<file path="config.mk">
export PLATFORM = sky130hd
export DESIGN_NAME = bop_mul_unit
export DESIGN_NICKNAME = d
export VERILOG_FILES = /design/src/rtl/bop_pkg.sv /design/src/rtl/bop_mul_unit.sv
export SDC_FILE = /design/constraint.sdc
export NUM_CORES = 2
export LEC_CHECK = 0
export BUFFER_PORTS_ARGS = -buffer_cell sky130_fd_sc_hd__buf_2
export CAP_MARGIN = 20
export CORE_MARGIN = 2
export CORE_UTILIZATION = 65
export DETAILED_ROUTE_END_ITERATION = 7
export GPL_ROUTABILITY_DRIVEN = 0
export HOLD_SLACK_MARGIN = 0.05
export PLACE_DENSITY = 0.92
export SETUP_SLACK_MARGIN = 0.3
export SYNTH_ARGS = -nofsm -noshare
export SYNTH_HDL_FRONTEND = slang
export SYNTH_SLANG_ARGS = --single-unit
</file>
<file path="constraint.sdc">
create_clock -name clk_i -period 17.3 [get_ports clk_i]
set_clock_uncertainty 0.05 [all_clocks]
set_input_delay 0 -clock clk_i [delete_from_list [all_inputs] [get_ports clk_i]]
set_output_delay 0 -clock clk_i [all_outputs]
set_load 0.01 [all_outputs]
</file>
<file path="src/rtl/bop_pkg.sv">
// Shared types, constants and helpers for the binomial option pricer.
// Used by bop_mul_unit and binomial_european_option_pricer_core; no dependencies.
`default_nettype none

package bop_pkg;

  // Default tree depth limit
  localparam int unsigned MAX_STEPS_DEF = 128;

  // Fixed-point constants
  localparam logic [31:0] Q30_ONE = 32'h4000_0000;
  localparam logic [31:0] SAT32   = 32'hFFFF_FFFF;

  // Configuration register indexes
  localparam logic [2:0] CFG_UP_FACTOR    = 3'd0;
  localparam logic [2:0] CFG_DOWN_FACTOR  = 3'd1;
  localparam logic [2:0] CFG_PROB_UP      = 3'd2;
  localparam logic [2:0] CFG_STEP_DISC    = 3'd3;
  localparam logic [2:0] CFG_TREE_STEPS   = 3'd4;

  // Option kinds
  localparam logic KIND_CALL = 1'b0;
  localparam logic KIND_PUT  = 1'b1;

  // Shared multiplier operation
  typedef enum logic [1:0] {
    MUL_HOLD = 2'd0,
    MUL_LOAD = 2'd1,
    MUL_ADD  = 2'd2
  } bop_mode_e;

  typedef struct packed {
    bop_mode_e   mode;
    logic [31:0] a;
    logic [31:0] b;
  } bop_mul_op_t;

  // (x >> 30) saturated to 32 bits
  function automatic logic [31:0] sat_q30(input logic [63:0] x);
    logic [31:0] r;
    if (x[63:62] != 2'b00) begin
      r = SAT32;
    end else begin
      r = x[61:30];
    end
    return r;
  endfunction

endpackage

`default_nettype wire

</file>
<file path="src/rtl/bop_mul_unit.sv">
// Shared 32x32 multiply-accumulate unit with Q2.30 rescale and saturation.
// Depends on bop_pkg for the operation struct and the saturation helper.
`default_nettype none

module bop_mul_unit (
  input  wire logic                 clk_i,
  input  wire logic                 rst_ni,
  input  wire bop_pkg::bop_mul_op_t op_i,
  output logic [31:0]               res_o,
  output logic [31:0]               acc_sat_o
);
  import bop_pkg::*;

  logic [63:0] prod;
  logic [63:0] acc_d;
  logic [63:0] acc_q;

  // One product per cycle, optionally accumulated
  always_comb begin
    prod = 64'(op_i.a) * 64'(op_i.b);
    unique case (op_i.mode)
      MUL_HOLD: acc_d = acc_q;
      MUL_LOAD: acc_d = prod;
      MUL_ADD:  acc_d = acc_q + prod;
      default:  acc_d = acc_q;
    endcase
  end

  // Accumulator
  always_ff @(posedge clk_i or negedge rst_ni) begin
    if (!rst_ni) begin
      acc_q <= '0;
    end else begin
      acc_q <= acc_d;
    end
  end

  assign res_o     = sat_q30(acc_d);
  assign acc_sat_o = sat_q30(acc_q);

endmodule

`default_nettype wire

</file>
After elaboration in Yosys (flattened, before gate mapping)
Cells that the tools add are included.
{ "totals": {"reg_bits": 64, "input_bits": 68, "output_inout_bits": 64, "word_cells": 12} }
{ "op_classes": {"add_sub_neg": 1, "multipliers": 1, "eq_ne": 2, "muxes": 3, "n_reduce_logical": 3} }
{ "op_table": {"columns": ["operator", "n"], "rows": [
  ["one-hot mux 64 bit (2 select lines)", 1],
  ["adder 64 bit", 1],
  ["multiplier 32 x 32 -> 64 bit", 1],
  ["two-way mux 32 bit", 2],
  ["nonzero test 2 bit", 3],
  ["== test 2 x 1 -> 1 bit, second input constant", 1],
  ["== test 2 bit, second input constant", 1]
]} }

Depth between registers and ports, before layout
{ "depth": {"ltp_word": 5, "ltp_mapped": 41} }

Worst setup path before layout
No wires, ideal clock.
{ "synth_path": {"kind": "input to output", "from": "input port op_i[52] (netlist bit)", "to": "output port res_o[19]", "arrival_time_ps": 9001, "path_slack_ps": 8249, "path_stages": 36, "cell_sequence": "clkbuf_1 > and2_1 > fa_1 > fa_1 > inv_1 > fa_1 > fa_1 > inv_1 > fa_1 > fa_1 > fa_1 > fa_1 > ha_1 > clkbuf_1 > a21o_1 > a21o_1 > a21oi_1 > o221ai_1 > nor4b_1 > nor2_1 > a31o_2 > a211oi_1 > xnor2_1 > ha_1 > clkbuf_1 > a211oi_1 > o21bai_1 > a21o_1 > a21oi_1 > o21ai_0 > or2_2 > o22ai_1 > inv_1 > a2111oi_4 > buf_4 > nand4_1"} }
{ "synth_via": {"elab_chain_len": 5} }
{ "synth_lines": {"columns": ["element", "line", "text"], "rows": [
  ["start: declaration", "bop_mul_unit.sv:8", "input wire bop_pkg::bop_mul_op_t op_i,"],
  ["multiplier 32 x 32 -> 64 bit *", "bop_mul_unit.sv:20", "prod = 64'(op_i.a) * 64'(op_i.b);"],
  ["adder 64 bit", "bop_mul_unit.sv:24", "MUL_ADD: acc_d = acc_q + prod;"],
  ["one-hot mux 64 bit (2 select lines) *", "bop_mul_unit.sv:21", "unique case (op_i.mode)"],
  ["nonzero test 2 bit", "bop_pkg.sv:41", "if (x[63:62] != 2'b00) begin"],
  ["two-way mux 32 bit *", "bop_pkg.sv:41", null],
  ["end: declaration", "bop_mul_unit.sv:9", "output logic [31:0] res_o,"]
]} }
Mark *: on every way between the ends. The rest lies on a longest branch, timed or not.

Worst setup path after layout
{ "layout_path": {"from": "input port op_i[10] (netlist bit)", "to": "output port res_o[31]"} }
The elaborated chain is that of the path after synthesis.

==> run metrics <==
Buffers on Ports between 100 and 150; main flop type after synthesis dfrtp_1; status complete, no violations; vias in the first global route between 30k and 40k; buffer levels on the longest clock path 2; Slowest Stage Delay on Critical Path ~0.64 ns; number of gates resized after CTS 0; data required time at the worst endpoint between 15 and 20 ns; pin count of the biggest net entering global routing between 60 and 70; unique cell type count in the Yosys netlist 73; most common cell in the netlist inv_1; highest metal layer with signal wires met5; area share of xor/xnor cells in the synthesized design under 10%; most used standard cells in the synthesized netlist inv_1, fa_1, nand2_1; arrival time at the worst endpoint 11.08 ns; leading cell types by total area after synthesis fa_1, ha_1, and2_1; antenna violation net count after detailed routing 0; Die Outline Area 0.0641 sq mm; Mapped Nets 5927; endpoints failing setup 0; top-level I/O count ~130; compound-gate portion of the synthesized area under 10%; type of the most critical hold path input port to async pin; Inserted Clock Buffers 9; Synth Area in Adders between 50 and 60%; Fin Setup TNS 0 ns; metal2 WL 51.8 mm; Horiz. Die Dim between 200 and 300 um; proportion of synthesized area in mux cells 0.115%; post-synthesis instance area ~0.04 sq mm; worst rel slew slack between 30 and 40%; final global-route overflow total 0; estimated wirelength of the detail-placed design 90.1 mm; vias per std cell around 6.3; area after detailed placement around 0.04 sq mm; maximum fanout encountered on the critical timing path 32; count of hold buffers inserted by post-cts repair 1; post-detailed-routing wire length 112 mm; nature of the critical path startpoint input port; number of nets in the finished design between 5k and 6k; wire length of the first global-routing pass between 150 and 200 mm; # H-tree levels 3; number of setup buffers added after CTS 0; Synthesis Warnings 0; first-pass iteration count of the detailed router 7; Layout Utilization about two thirds; WL met1 39.4 mm; initial antenna violation count 6; cell mode on critical path fa_1; final instance area roughly 0.041 sq mm; clk_lat worst skew 0.35 ns; maximum operating frequency 89.9 MHz; RSZ-0062 raised after global routing false; Row Count between 90 and 100; max FFs per register 64; family with the most delay on the worst path adder cells; Gate Count Post-Synth 4631; post-layout minimum cycle time 11.13 ns; height of the die about 250 um; sequential-to-total area share from yosys stat just under 4%; worst setup path class input port to primary output; TritonCTS sink count 64; sort of element at the end of the critical path primary output; aggregate global-route resource usage 36.2%; syn avg cell area slightly below 9 sq um; largest registers acc_q (64); area added between synthesis and finish 2.30%; clock root cell clkbuf_16; Synth top area share between 40% and 50%; largest family of logic cells by synthesized area adder cells; number of maximum-capacitance constraint violations 0; Worst Max-Slew Pin Slew ~0.99 ns; routed via count 33.6k; clock tree from TritonCTS done; post-synthesis cell type with the largest combined area fa_1; slowest library cell on the worst path buf_2; total count of max-transition violations in the final report 0; footprint of the multi-input gates about 0.034 sq mm; ys async rst share 100%; Synth Register Bits 64; placed cells 5274; Starting Density 65.6%; final-report hold violation count 0; Residual DRC 0; share of post-route cells with drive strength above 1 approximately 3.9%; number of fillers in the final layout ~4.3k; placeable core region just over 0.06 sq mm; clock-pin transition on the worst setup and hold timing paths roughly 0.07 ns; final critical-path share of the clock period between 60 and 70%; top register by number of flip-flops acc_q; post-layout instance count excluding filler cells around 5.3k; simple-gate area share of the yosys netlist roughly 18%; met3 routed wirelength between 15 and 20 mm; count of flip-flops with a built-in enable after synthesis 0; drt wl/cell between 20 and 25 um; combined buffer and inverter count along the critical path 6; violation count after the first detailed-routing iteration between 3k and 4k; Register Area between 0.0015 and 0.002 sq mm
## worst reg2reg max path, delay by kind of cell (launching register included)
| kind | cells | cell delay (ns) |
|---|---|---|
| compound gates | 8 | 2.77 |
| xor+xnor | 1 | 0.13 |
| fa+ha+maj | 1 | 0.41 |
| buf+inv | 1 | 0.11 |
| flops | 1 | 0.39 |
## per-layer routing
metal  vias up  track usage [%]
li1      13900                -
met1     16500             45.9
met2      2598             57.1
met3       590             11.6
met4         6             15.9
met5         -            0.463
## per-stage QoR
stage	setup WS [ns]	hold slack, ns
floorplan	8.25	-0.346
global placement	6.73	0.190
detailed placement	6.54	0.189
CTS	6.51	0.337
global route	5.94	0.401
finish	6.17	0.327
## final timing paths
check	from	end	slack, ns	depth (start not counted)
setup reg to reg	acc_q[18]	acc_q[55]	13.29	11
min in group clk_i	op_i[65]	acc_q[29]	0.36	4
max in group asynchronous	rst_ni	acc_q[25]	16.28	3
hold / removal	rst_ni	acc_q[63]	0.33	3
setup / recovery	op_i[10]	res_o[31]	6.17	35
hold reg to reg	acc_q[3]	acc_q[3]	0.45	2
## kinds of logic after synthesis
kind of cell,Yosys count
and+or+nand+nor,1458
xor gates and xnor gates,116
adders and majority gates,1228
buffers and inverters,1195
muxes,4
DFF,64
AOI/OAI and AO/OA,566
## placed cells by master (no fill, tap or decap), types with 5 or more instances in the layout
cell / n
dfrtp_1: 64
a31oi_1: 14
o31ai_1: 10
nand3_1: 24
nand2b_1: 31
nor4_1: 5
and2_1: 562
diode_2: 5
buf_4: 6
clkbuf_16: 9
a21oi_1: 176
a41oi_1: 9
a21boi_0: 9
nor2_1: 74
o221ai_1: 10
a21o_1: 64
o21ai_0: 108
nor3_1: 13
nand2_1: 614
nor2b_1: 16
a221oi_1: 32
a22oi_1: 19
xor2_1: 48
o21bai_1: 19
ha_1: 330
fa_1: 897
buf_2: 131
a211o_1: 5
and4_1: 8
and3_1: 10
inv_1: 911
or3_1: 40
o21a_1: 19
nand4_1: 48
o211ai_1: 13
a211oi_1: 12
xnor2_1: 68
## cell type report
cell class | instances | area share, %
inverter | 911 | 8.28
antenna | 5 | 0.0303
clock buffer | 11 | 0.588
clock inverter | 4 | 0.109
multi-input combinational | 3372 | 83.0
timing repair buffer | 138 | 1.72
tap | 790 | 2.39
sequential | 64 | 3.88
Power is not shown: default switching activity piles up to over one toggle a cycle in this logic, so the estimate is an artifact.
